<file path="src/design/plcbl_pkg.sv">
// shared types, sizes and codes for the plc bit logic executor
package plcbl_pkg;

    // sizes of the bit space
    localparam int INPUT_COUNT = 16;
    localparam int OUTPUT_COUNT = 16;
    localparam int RELAY_COUNT = 200;
    localparam int STACK_DEPTH = 32;

    // field widths of the words
    localparam int OPCODE_W = 5;
    localparam int ADDR_W = 16;
    localparam int IMAGE_W = 16;
    localparam int ADV_W = 2;
    localparam int ERR_W = 2;
    localparam int S_DATA_W = 40;
    localparam int M_DATA_W = 24;

    // bit space layout
    localparam int OUT_BASE = INPUT_COUNT;
    localparam int RELAY_BASE = INPUT_COUNT + OUTPUT_COUNT;
    localparam int SPACE_END = INPUT_COUNT + OUTPUT_COUNT + RELAY_COUNT;

    // index widths, kept at least one bit
    localparam int IN_IDX_W = (INPUT_COUNT > 1) ? $clog2(INPUT_COUNT) : 1;
    localparam int OUT_IDX_W = (OUTPUT_COUNT > 1) ? $clog2(OUTPUT_COUNT) : 1;
    localparam int RLY_IDX_W = $clog2(RELAY_COUNT);
    localparam int IDX_W_A = (IN_IDX_W > OUT_IDX_W) ? IN_IDX_W : OUT_IDX_W;
    localparam int IDX_W = (IDX_W_A > RLY_IDX_W) ? IDX_W_A : RLY_IDX_W;
    localparam int STK_IDX_W = $clog2(STACK_DEPTH);
    localparam int SP_W = $clog2(STACK_DEPTH + 1);

    // widened views of the images
    localparam int IN_EXT_W = (INPUT_COUNT > IMAGE_W) ? INPUT_COUNT : IMAGE_W;
    localparam int OUT_EXT_W = (OUTPUT_COUNT > IMAGE_W) ? OUTPUT_COUNT : IMAGE_W;

    // edge code: previous-scan bit in bit 0, current bit in bit 1
    localparam logic [1:0] EDGE_PREV = 2'b01;
    localparam logic [1:0] EDGE_CUR = 2'b10;

    // advance values
    localparam logic [ADV_W-1:0] ADV_RESTART = 2'd0;
    localparam logic [ADV_W-1:0] ADV_SHORT = 2'd1;
    localparam logic [ADV_W-1:0] ADV_LONG = 2'd3;

    // error codes
    localparam logic [ERR_W-1:0] ERR_NONE = 2'd0;
    localparam logic [ERR_W-1:0] ERR_OVERFLOW = 2'd1;
    localparam logic [ERR_W-1:0] ERR_UNDERFLOW = 2'd2;

    typedef enum logic [OPCODE_W-1:0] {
        OP_NOP  = 5'd0,
        OP_END  = 5'd1,
        OP_LD   = 5'd2,
        OP_LDI  = 5'd3,
        OP_OUT  = 5'd4,
        OP_AND  = 5'd5,
        OP_ANI  = 5'd6,
        OP_OR   = 5'd7,
        OP_ORI  = 5'd8,
        OP_LDP  = 5'd9,
        OP_LDF  = 5'd10,
        OP_ANDP = 5'd11,
        OP_ANDF = 5'd12,
        OP_ORP  = 5'd13,
        OP_ORF  = 5'd14,
        OP_MPS  = 5'd15,
        OP_MRD  = 5'd16,
        OP_MPP  = 5'd17,
        OP_SET  = 5'd18,
        OP_RST  = 5'd19,
        OP_INV  = 5'd20
    } opcode_t;

    // what the back end does with a word
    typedef enum logic [3:0] {
        K_NOP, K_END, K_LOAD, K_AND, K_OR, K_OUT, K_SET, K_RST,
        K_MPS, K_MRD, K_MPP, K_INV
    } kind_t;

    // how the addressed bit becomes an operand
    typedef enum logic [1:0] {
        SRC_PLAIN, SRC_NOT, SRC_RISE, SRC_FALL
    } src_t;

    // which image the address falls in
    typedef enum logic [1:0] {
        REG_INPUT, REG_OUTPUT, REG_RELAY, REG_NONE
    } region_t;

    // classified instruction word
    typedef struct packed {
        kind_t                 kind;
        src_t                  src;
        region_t               region;
        logic [IDX_W-1:0]      index;
        logic [ADV_W-1:0]      advance;
        logic [IMAGE_W-1:0]    input_image;
    } item_t;

    // queue status towards the front and back
    typedef struct packed {
        logic not_empty;
        logic full;
    } queue_status_t;

endpackage

</file>
<file path="src/design/plc_bit_logic_executor.sv">
// top level of the plc bit logic executor: front end, queue and back end
//
// Executes one PLC bit instruction per word at a sustained rate of one word
// per clock while the result side is not stalled. A word accepted at a
// clock edge is written into the two-word queue; from the queue head the
// execute stage runs it and loads its result into the output register once
// that register is free or draining. The execute stage reads the addressed
// bit, combines it with the accumulator and writes the output, relay and
// stack registers at the same clock edge as the result register. While a
// result waits, the queue takes up to two more words before the input
// stalls. All state sits in flip-flops; control and machine state is
// cleared by reset at once, with no clearing pass, but the queue entries
// and result payload are not reset. Addresses past the relays read as zero.
module plc_bit_logic_executor (
    input  logic                            aclk,
    input  logic                            aresetn,
    input  logic                            s_tvalid,
    output logic                            s_tready,
    // opcode [4:0], bit_address [20:5], input_image [36:21], zero fill above
    input  logic [plcbl_pkg::S_DATA_W-1:0]  s_tdata,
    output logic                            m_tvalid,
    input  logic                            m_tready,
    // output_image [15:0], accumulator [16], advance [18:17],
    // restart_scan [19], error_code [21:20], zero fill above
    output logic [plcbl_pkg::M_DATA_W-1:0]  m_tdata
);
    import plcbl_pkg::*;

    item_t         front_item;
    item_t         head_item;
    queue_status_t q_status;
    logic          push;
    logic          pop;

    // classify incoming words
    plcbl_front u_front (
        .s_tvalid (s_tvalid),
        .s_tready (s_tready),
        .s_tdata  (s_tdata),
        .q_status (q_status),
        .push     (push),
        .item     (front_item)
    );

    // decouple front and back
    plcbl_queue u_queue (
        .aclk      (aclk),
        .aresetn   (aresetn),
        .push      (push),
        .push_item (front_item),
        .pop       (pop),
        .head      (head_item),
        .status    (q_status)
    );

    // execute and hold the result
    plcbl_back u_back (
        .aclk     (aclk),
        .aresetn  (aresetn),
        .head     (head_item),
        .q_status (q_status),
        .pop      (pop),
        .m_tvalid (m_tvalid),
        .m_tready (m_tready),
        .m_tdata  (m_tdata)
    );

    // a restarting result always carries advance zero
    assert property (@(posedge aclk) disable iff (!aresetn)
        (m_tvalid && m_tdata[IMAGE_W+1+ADV_W]) |-> (m_tdata[IMAGE_W+1 +: ADV_W] == ADV_RESTART))
        else $error("restart without zero advance");

    // any stack error forces a restart
    assert property (@(posedge aclk) disable iff (!aresetn)
        (m_tvalid && (m_tdata[IMAGE_W+2+ADV_W +: ERR_W] != ERR_NONE))
            |-> m_tdata[IMAGE_W+1+ADV_W])
        else $error("stack error without restart");

    // the back end never drains an empty queue
    assert property (@(posedge aclk) disable iff (!aresetn)
        pop |-> q_status.not_empty)
        else $error("pop from empty queue");

    // a word taken while the queue is empty shows in the queue the next cycle
    assert property (@(posedge aclk) disable iff (!aresetn)
        (push && !q_status.not_empty) |=> q_status.not_empty)
        else $error("accepted word lost in queue");

endmodule

</file>
<file path="src/design/plcbl_front.sv">
// front end: accepts instruction words and classifies opcode and address
module plcbl_front (
    input  logic                            s_tvalid,
    output logic                            s_tready,
    // opcode [4:0], bit_address [20:5], input_image [36:21], zero fill above
    input  logic [plcbl_pkg::S_DATA_W-1:0]  s_tdata,
    input  plcbl_pkg::queue_status_t        q_status,
    output logic                            push,
    output plcbl_pkg::item_t                item
);
    import plcbl_pkg::*;

    logic [OPCODE_W-1:0] opcode;
    logic [ADDR_W-1:0]   bit_address;
    logic [ADDR_W-1:0]   offset;
    kind_t               item_kind;
    src_t                item_src;
    logic [ADV_W-1:0]    item_adv;
    region_t             item_region;

    assign opcode      = s_tdata[OPCODE_W-1:0];
    assign bit_address = s_tdata[OPCODE_W +: ADDR_W];

    // handshake: take a word whenever the queue has room
    assign s_tready = !q_status.full;
    assign push     = s_tvalid && s_tready;

    // opcode classification
    always_comb begin
        item_kind = K_NOP;
        item_src  = SRC_PLAIN;
        item_adv  = ADV_LONG;
        unique case (opcode)
            OP_END:  begin item_kind = K_END;  item_adv = ADV_RESTART; end
            OP_LD:   item_kind = K_LOAD;
            OP_LDI:  begin item_kind = K_LOAD; item_src = SRC_NOT;  end
            OP_LDP:  begin item_kind = K_LOAD; item_src = SRC_RISE; end
            OP_LDF:  begin item_kind = K_LOAD; item_src = SRC_FALL; end
            OP_AND:  item_kind = K_AND;
            OP_ANI:  begin item_kind = K_AND;  item_src = SRC_NOT;  end
            OP_ANDP: begin item_kind = K_AND;  item_src = SRC_RISE; end
            OP_ANDF: begin item_kind = K_AND;  item_src = SRC_FALL; end
            OP_OR:   item_kind = K_OR;
            OP_ORI:  begin item_kind = K_OR;   item_src = SRC_NOT;  end
            OP_ORP:  begin item_kind = K_OR;   item_src = SRC_RISE; end
            OP_ORF:  begin item_kind = K_OR;   item_src = SRC_FALL; end
            OP_OUT:  item_kind = K_OUT;
            OP_SET:  item_kind = K_SET;
            OP_RST:  item_kind = K_RST;
            OP_MPS:  begin item_kind = K_MPS;  item_adv = ADV_SHORT; end
            OP_MRD:  begin item_kind = K_MRD;  item_adv = ADV_SHORT; end
            OP_MPP:  begin item_kind = K_MPP;  item_adv = ADV_SHORT; end
            OP_INV:  begin item_kind = K_INV;  item_adv = ADV_SHORT; end
            default: begin item_kind = K_NOP;  item_adv = ADV_SHORT; end
        endcase
    end

    // address region and offset within it
    always_comb begin
        priority if (bit_address < ADDR_W'(OUT_BASE)) begin
            item_region = REG_INPUT;
            offset      = bit_address;
        end else if (bit_address < ADDR_W'(RELAY_BASE)) begin
            item_region = REG_OUTPUT;
            offset      = bit_address - ADDR_W'(OUT_BASE);
        end else if (bit_address < ADDR_W'(SPACE_END)) begin
            item_region = REG_RELAY;
            offset      = bit_address - ADDR_W'(RELAY_BASE);
        end else begin
            item_region = REG_NONE;
            offset      = '0;
        end
    end

    // classified word, fields in declaration order
    assign item = {item_kind, item_src, item_region, offset[IDX_W-1:0], item_adv,
                   s_tdata[OPCODE_W + ADDR_W +: IMAGE_W]};

endmodule

</file>
<file path="src/design/plcbl_queue.sv">
// two-word queue of classified instructions between front and back
module plcbl_queue (
    input  logic                       aclk,
    input  logic                       aresetn,
    input  logic                       push,
    input  plcbl_pkg::item_t           push_item,
    input  logic                       pop,
    output plcbl_pkg::item_t           head,
    output plcbl_pkg::queue_status_t   status
);
    import plcbl_pkg::*;

    item_t      entry_reg [2];
    logic       wr_ptr_reg;
    logic       rd_ptr_reg;
    logic [1:0] count_reg;

    // storage, no reset needed
    always_ff @(posedge aclk) begin
        if (push) begin
            entry_reg[wr_ptr_reg] <= push_item;
        end
    end

    // pointers and fill level
    always_ff @(posedge aclk) begin
        if (!aresetn) begin
            wr_ptr_reg <= 1'b0;
            rd_ptr_reg <= 1'b0;
            count_reg  <= 2'd0;
        end else begin
            if (push) begin
                wr_ptr_reg <= !wr_ptr_reg;
            end
            if (pop) begin
                rd_ptr_reg <= !rd_ptr_reg;
            end
            unique case ({push, pop})
                2'b10:   count_reg <= count_reg + 2'd1;
                2'b01:   count_reg <= count_reg - 2'd1;
                default: count_reg <= count_reg;
            endcase
        end
    end

    assign head             = entry_reg[rd_ptr_reg];
    assign status.not_empty = (count_reg != 2'd0);
    assign status.full      = (count_reg == 2'd2);

endmodule

</file>
<file path="src/design/plcbl_back.sv">
// back end: executes instructions on the bit images and holds the result word
module plcbl_back (
    input  logic                            aclk,
    input  logic                            aresetn,
    input  plcbl_pkg::item_t                head,
    input  plcbl_pkg::queue_status_t        q_status,
    output logic                            pop,
    output logic                            m_tvalid,
    input  logic                            m_tready,
    // output_image [15:0], accumulator [16], advance [18:17],
    // restart_scan [19], error_code [21:20], zero fill above
    output logic [plcbl_pkg::M_DATA_W-1:0]  m_tdata
);
    import plcbl_pkg::*;

    // machine state
    logic                    acc_reg, acc_next;
    logic [STACK_DEPTH-1:0]  stack_reg, stack_next;
    logic [SP_W-1:0]         sp_reg, sp_next;
    logic [OUTPUT_COUNT-1:0] out_bits_reg, out_bits_next;
    logic [RELAY_COUNT-1:0]  relay_reg, relay_next;
    logic [INPUT_COUNT-1:0]  prev_in_reg, prev_in_next;
    logic [OUTPUT_COUNT-1:0] prev_out_reg, prev_out_next;
    logic [RELAY_COUNT-1:0]  prev_relay_reg, prev_relay_next;

    // result word
    logic                    m_valid_reg;
    logic [M_DATA_W-1:0]     m_data_reg, m_data_next;

    logic [IN_EXT_W-1:0]     in_ext;
    logic [INPUT_COUNT-1:0]  cur_in;
    logic [OUT_EXT_W-1:0]    out_ext;
    logic                    cur_bit, prev_bit;
    logic [1:0]              edge_code;
    logic                    operand;
    logic                    wr_en, wr_val;
    logic [SP_W-1:0]         sp_dec;
    logic [ADV_W-1:0]        adv;
    logic                    restart;
    logic [ERR_W-1:0]        err;

    // execute when a word waits and the result slot is free or draining
    assign pop = q_status.not_empty && (!m_valid_reg || m_tready);

    // inputs of this word, cut to the input count
    assign in_ext = IN_EXT_W'(head.input_image);
    assign cur_in = in_ext[INPUT_COUNT-1:0];

    // addressed bit, current and previous scan
    always_comb begin
        unique case (head.region)
            REG_INPUT: begin
                cur_bit  = cur_in[head.index[IN_IDX_W-1:0]];
                prev_bit = prev_in_reg[head.index[IN_IDX_W-1:0]];
            end
            REG_OUTPUT: begin
                cur_bit  = out_bits_reg[head.index[OUT_IDX_W-1:0]];
                prev_bit = prev_out_reg[head.index[OUT_IDX_W-1:0]];
            end
            REG_RELAY: begin
                cur_bit  = relay_reg[head.index[RLY_IDX_W-1:0]];
                prev_bit = prev_relay_reg[head.index[RLY_IDX_W-1:0]];
            end
            default: begin
                cur_bit  = 1'b0;
                prev_bit = 1'b0;
            end
        endcase
    end

    // operand from the addressed bit
    assign edge_code = {cur_bit, prev_bit};
    always_comb begin
        unique case (head.src)
            SRC_PLAIN: operand = cur_bit;
            SRC_NOT:   operand = !cur_bit;
            SRC_RISE:  operand = (edge_code == EDGE_CUR);
            SRC_FALL:  operand = (edge_code == EDGE_PREV);
            default:   operand = cur_bit;
        endcase
    end

    assign sp_dec = sp_reg - SP_W'(1);

    // instruction execution
    always_comb begin
        acc_next        = acc_reg;
        stack_next      = stack_reg;
        sp_next         = sp_reg;
        prev_in_next    = prev_in_reg;
        prev_out_next   = prev_out_reg;
        prev_relay_next = prev_relay_reg;
        wr_en           = 1'b0;
        wr_val          = acc_reg;
        adv             = head.advance;
        restart         = 1'b0;
        err             = ERR_NONE;
        unique case (head.kind)
            K_END: begin
                prev_in_next    = cur_in;
                prev_out_next   = out_bits_reg;
                prev_relay_next = relay_reg;
                restart         = 1'b1;
            end
            K_LOAD: acc_next = operand;
            K_AND:  acc_next = acc_reg & operand;
            K_OR:   acc_next = acc_reg | operand;
            K_OUT:  wr_en = 1'b1;
            K_SET: begin
                wr_en  = acc_reg;
                wr_val = 1'b1;
            end
            K_RST: begin
                wr_en  = acc_reg;
                wr_val = 1'b0;
            end
            K_MPS: begin
                if (sp_reg == SP_W'(STACK_DEPTH)) begin
                    adv     = ADV_RESTART;
                    restart = 1'b1;
                    err     = ERR_OVERFLOW;
                end else begin
                    stack_next[sp_reg[STK_IDX_W-1:0]] = acc_reg;
                    sp_next = sp_reg + SP_W'(1);
                end
            end
            K_MRD, K_MPP: begin
                if (sp_reg == '0) begin
                    adv     = ADV_RESTART;
                    restart = 1'b1;
                    err     = ERR_UNDERFLOW;
                end else begin
                    acc_next = stack_reg[sp_dec[STK_IDX_W-1:0]];
                    if (head.kind == K_MPP) begin
                        sp_next = sp_dec;
                    end
                end
            end
            K_INV:   acc_next = !acc_reg;
            default: acc_next = acc_reg;
        endcase
    end

    // bit write into the output or relay image
    always_comb begin
        out_bits_next = out_bits_reg;
        relay_next    = relay_reg;
        if (wr_en) begin
            unique case (head.region)
                REG_OUTPUT: out_bits_next[head.index[OUT_IDX_W-1:0]] = wr_val;
                REG_RELAY:  relay_next[head.index[RLY_IDX_W-1:0]] = wr_val;
                default:    out_bits_next = out_bits_reg;
            endcase
        end
    end

    // result word built from the updated images
    assign out_ext = OUT_EXT_W'(out_bits_next);
    always_comb begin
        m_data_next = '0;
        m_data_next[IMAGE_W-1:0]                  = out_ext[IMAGE_W-1:0];
        m_data_next[IMAGE_W]                      = acc_next;
        m_data_next[IMAGE_W+1 +: ADV_W]           = adv;
        m_data_next[IMAGE_W+1+ADV_W]              = restart;
        m_data_next[IMAGE_W+2+ADV_W +: ERR_W]     = err;
    end

    // state update
    always_ff @(posedge aclk) begin
        if (!aresetn) begin
            acc_reg        <= 1'b0;
            stack_reg      <= '0;
            sp_reg         <= '0;
            out_bits_reg   <= '0;
            relay_reg      <= '0;
            prev_in_reg    <= '0;
            prev_out_reg   <= '0;
            prev_relay_reg <= '0;
        end else if (pop) begin
            acc_reg        <= acc_next;
            stack_reg      <= stack_next;
            sp_reg         <= sp_next;
            out_bits_reg   <= out_bits_next;
            relay_reg      <= relay_next;
            prev_in_reg    <= prev_in_next;
            prev_out_reg   <= prev_out_next;
            prev_relay_reg <= prev_relay_next;
        end
    end

    // result register valid flag
    always_ff @(posedge aclk) begin
        if (!aresetn) begin
            m_valid_reg <= 1'b0;
        end else if (pop) begin
            m_valid_reg <= 1'b1;
        end else if (m_tready) begin
            m_valid_reg <= 1'b0;
        end
    end

    // result payload
    always_ff @(posedge aclk) begin
        if (pop) begin
            m_data_reg <= m_data_next;
        end
    end

    assign m_tvalid = m_valid_reg;
    assign m_tdata  = m_data_reg;

endmodule

</file>
<file path="config.mk">
export PLATFORM = sky130hd
export DESIGN_NAME = plc_bit_logic_executor
export DESIGN_NICKNAME = d
export VERILOG_FILES = /design/src/design/plcbl_pkg.sv /design/src/design/plc_bit_logic_executor.sv /design/src/design/plcbl_front.sv /design/src/design/plcbl_queue.sv /design/src/design/plcbl_back.sv
export SDC_FILE = /design/constraint.sdc
export NUM_CORES = 1
export LEC_CHECK = 0
export BUFFER_PORTS_ARGS = -buffer_cell sky130_fd_sc_hd__buf_2
export CORE_ASPECT_RATIO = 1.5
export CORE_MARGIN = 3
export CORE_UTILIZATION = 30
export CTS_CLUSTER_DIAMETER = 80
export DETAILED_ROUTE_END_ITERATION = 10
export GPL_TIMING_DRIVEN = 0
export PLACE_DENSITY = 0.5
export SYNTH_ARGS = -nofsm -noshare
export SYNTH_HDL_FRONTEND = slang
export SYNTH_SLANG_ARGS = --single-unit
</file>
<file path="constraint.sdc">
create_clock -name aclk -period 5.39 [get_ports aclk]
set_input_delay 1.078 -clock aclk [delete_from_list [all_inputs] [get_ports aclk]]
set_output_delay 1.078 -clock aclk [all_outputs]
set_load 0.005 [all_outputs]
</file>
==> flow_summary_export.csv <==
group,metric,value,unit
status,status,"complete, no violations",
clock_network,hold_buffers,0,
yosys,dominantRegCellSynth,"dfxtp_1",
sta,final_max_slew_viol_count,0,
clock_network,clockBufferDepth,3,
yosys,synth_edf_count,90,
sta,relSlewSlack,3.936,%
sta,setup_tns,0,ps
routing,drt-total-wl,132800,um
cells_and_area,fin_nets,3315,
sta,finalSetupViolCount,0,
clock_network,cts_root_buf,"clkbuf_16",
clock_network,clk_pin_slew_worst_paths,70,ps
yosys,synthDistinctLibCells,73,
worst_setup_path,crit_path_start_kind,"register",
sta,tightest_slew,1441,ps
worst_setup_path,arrival,5770,ps
routing,vias,27080,
cells_and_area,multiInputGateArea,12600,sq um
place,io_buffers,62,
global_route,grt_pass1_wl,186200,um
place,gp_congestion,0.9882,
global_route,grt_pass1_vias,25970,
routing,postRouteAntennaNets,0,
min_path,hp-class,"reg2reg",
sta,rsz0062_at_grt,"no",
worst_setup_path,cp-end-kind,"register",
floorplan,io_pins,70,
yosys,async_flop_share,0,%
floorplan,core,88030,sq um
min_path,min_from,"u_back.prev_relay_reg[60]$_SDFFE_PN0P_",
routing,firstDrtPassIters,6,
sta,hold_ws,455.1,ps
power,p_total,13070,uW
clock_network,cts_setup_buffers,0,
global_route,grt_overflow,0,
routing,drc,0,
worst_setup_path,crit_type,"reg2reg",
worst_setup_path,worstPathRequired,5790,ps
cells_and_area,area.sequential,12570,sq um
sta,post-route-min-period,5377,ps
yosys,synth_largest_area_cell,"dfxtp_1",
global_route,antenna_found_initial,5,
yosys,yosysTopAreaCellShare,36.89,%
clock_network,cts_tree,"yes",
global_route,grt_max_degree,35,
floorplan,floorplan.initialDensity,30.39,%
power,ir_drop,264.5,uV
yosys,syn_avg_cell_area,8.531,sq um
floorplan,die_height,371.7,um
sta,hold_viol,0,
sta,skew,27.39,ps
yosys,postSynthCellCount,3136,
clock_network,h-tree-depth,2,
worst_setup_path,path_max_fanout,10,
yosys,seq_area_frac_synth,46.99,%
sta,fmax,186.0,MHz
yosys,syn-cell-area,26750,sq um
floorplan,rows,133,
clock_network,cts_resized,0,
floorplan,die-area,92870,sq um
cells_and_area,fillers,9252,
place,post_dp_cell_area,28580,sq um
routing,routed_via_density,6.069,
yosys,netlist_top_cells_area,"dfxtp_1 37%, a21oi_1 16%, edfxtp_1 10%",
routing,initialDrtViolationCount,3102,
yosys,ys_ff_latch,583,
cells_and_area,syn_to_final_growth,14.40,%
floorplan,fp.dieW,249.8,um
place,hpwlAfterDp,92510,um
clock_network,clock_latency,660,ps
clock_network,cts_sinks,583,
sta,finalCritPeriodShare,99.76,%
job,max-cap-violations,0,
routing,wl_per_cell,29.76,um
power,power_density,426.9,nW/um^2
yosys,yosysWarnings,0,
cells_and_area,finalInstanceArea,30600,sq um
power,power.leakage,0.009578,uW
clock_network,numCtsBuffers,57,
cells_and_area,drive_gt1_share,11.76,%
global_route,grt_usage,27.50,%
-- synth_stat cells (13+ instances only) --
cell type    n
a211oi_1    18
a21oi_1    830
a311oi_1   200
a31oi_1     20
a41oi_1     19
buf_1       13
buf_2      137
buf_4       17
clkbuf_1   165
dfxtp_1    493
edfxtp_1    90
inv_1       15
mux2i_1     29
mux4_2      25
nand2_1    570
nand3_1     27
nor2_1     103
nor2_4      16
o21ai_0     69
o22ai_1     36
o41ai_1     82
-- layer usage --
| layer | wire, um | share of wire [%] | track usage, % |
|---|---|---|---|
| met1 | 45600 | 34 | 29.23 |
| met2 | 62110 | 47 | 45.90 |
| met3 | 11930 | 9.0 | 6.891 |
| met4 | 13180 | 9.9 | 23.03 |
| met5 | 10 | 0.0075 | 0 |
-- critical path, stage by stage (launching register included) --
cell and delay, ps:
dfxtp_1 400, buf_6 170, buf_6 170, buf_6 200, nor2_1 100, a21oi_1 910, clkbuf_1 1030, a41oi_1 230
o41ai_2 930, a31oi_1 310, xnor2_1 210, o211ai_1 310, a21oi_1 120
-- stage by stage --
| step | worst slack [ps] | instances | utilization (%) |
|---|---|---|---|
| detailed placement | 249.9 | 4349 | 32.47 |
| finish | 12.93 | 4463 | 34.77 |
| global route | 81.05 | 4457 | 34.75 |
| CTS | 215.1 | 4456 | 34.75 |
| global placement | -330.2 | 4346 | 32.38 |
| floorplan | 2117 | 3137 | - |
-- placed cells by master, fill, tap and decap left out, types with 10 or more instances in the layout --
cell	n
clkbuf_1	167
a31oi_1	20
nand2_1	570
o41ai_1	81
a311oi_1	200
bufinv_16	10
nor2_1	102
xnor2_1	11
a211oi_1	18
mux2i_1	29
a21oi_1	830
clkbuf_16	59
dfxtp_1	493
o21ai_0	69
buf_2	200
buf_1	12
edfxtp_1	90
inv_1	15
and2_1	11
nor2_4	17
ha_1	10
buf_4	17
a41oi_1	19
nand3_1	27
mux4_2	25
nor3_1	11
o22ai_1	36
clkinv_2	16
-- final cells by class --
class / instances / area share (%)
Timing Repair Buffer: 65 / 1.194
Sequential cell: 583 / 41.08
Inverter: 16 / 0.1962
Tap cell: 1147 / 4.689
Multi-Input combinational cell: 2200 / 41.16
Clock buffer: 66 / 5.041
Antenna cell: 7 / 0.05724
Buffer: 338 / 5.069
Clock inverter: 41 / 1.513
-- report_power, final --
| part | internal (uW) | switching [uW] | total, uW |
|---|---|---|---|
| combinational | 1060 | 2850 | 3910 |
| clock | 2520 | 1910 | 4440 |
| sequential | 4630 | 87.5 | 4720 |
-- cells by family (layout without fill, tap and decap cells) --
kind of cell,Yosys count,count (layout),share of synthesized area (%)
fa+ha+maj,10,10,0.4677
mux,59,59,3.414
simple gates,796,796,12.62
other cells,1,9,0.01402
flops,583,583,47.00
compound gates,1316,1316,29.92
xor+xnor,17,17,0.5566
buf+inv,354,526,6.015
-- worst paths after layout --
kind,slack [ps],to,cells past startpoint
worst max-delay path,10,u_back.m_tdata[16]$_DFFE_PP_,12
worst min-delay path,460,u_back.prev_relay_reg[60]$_SDFFE_PN0P_,2
worst max register to register,10,u_back.m_tdata[16]$_DFFE_PP_,12
worst min register to register,460,u_back.prev_relay_reg[60]$_SDFFE_PN0P_,2
Note: power is estimated with default switching activity, not from simulation.
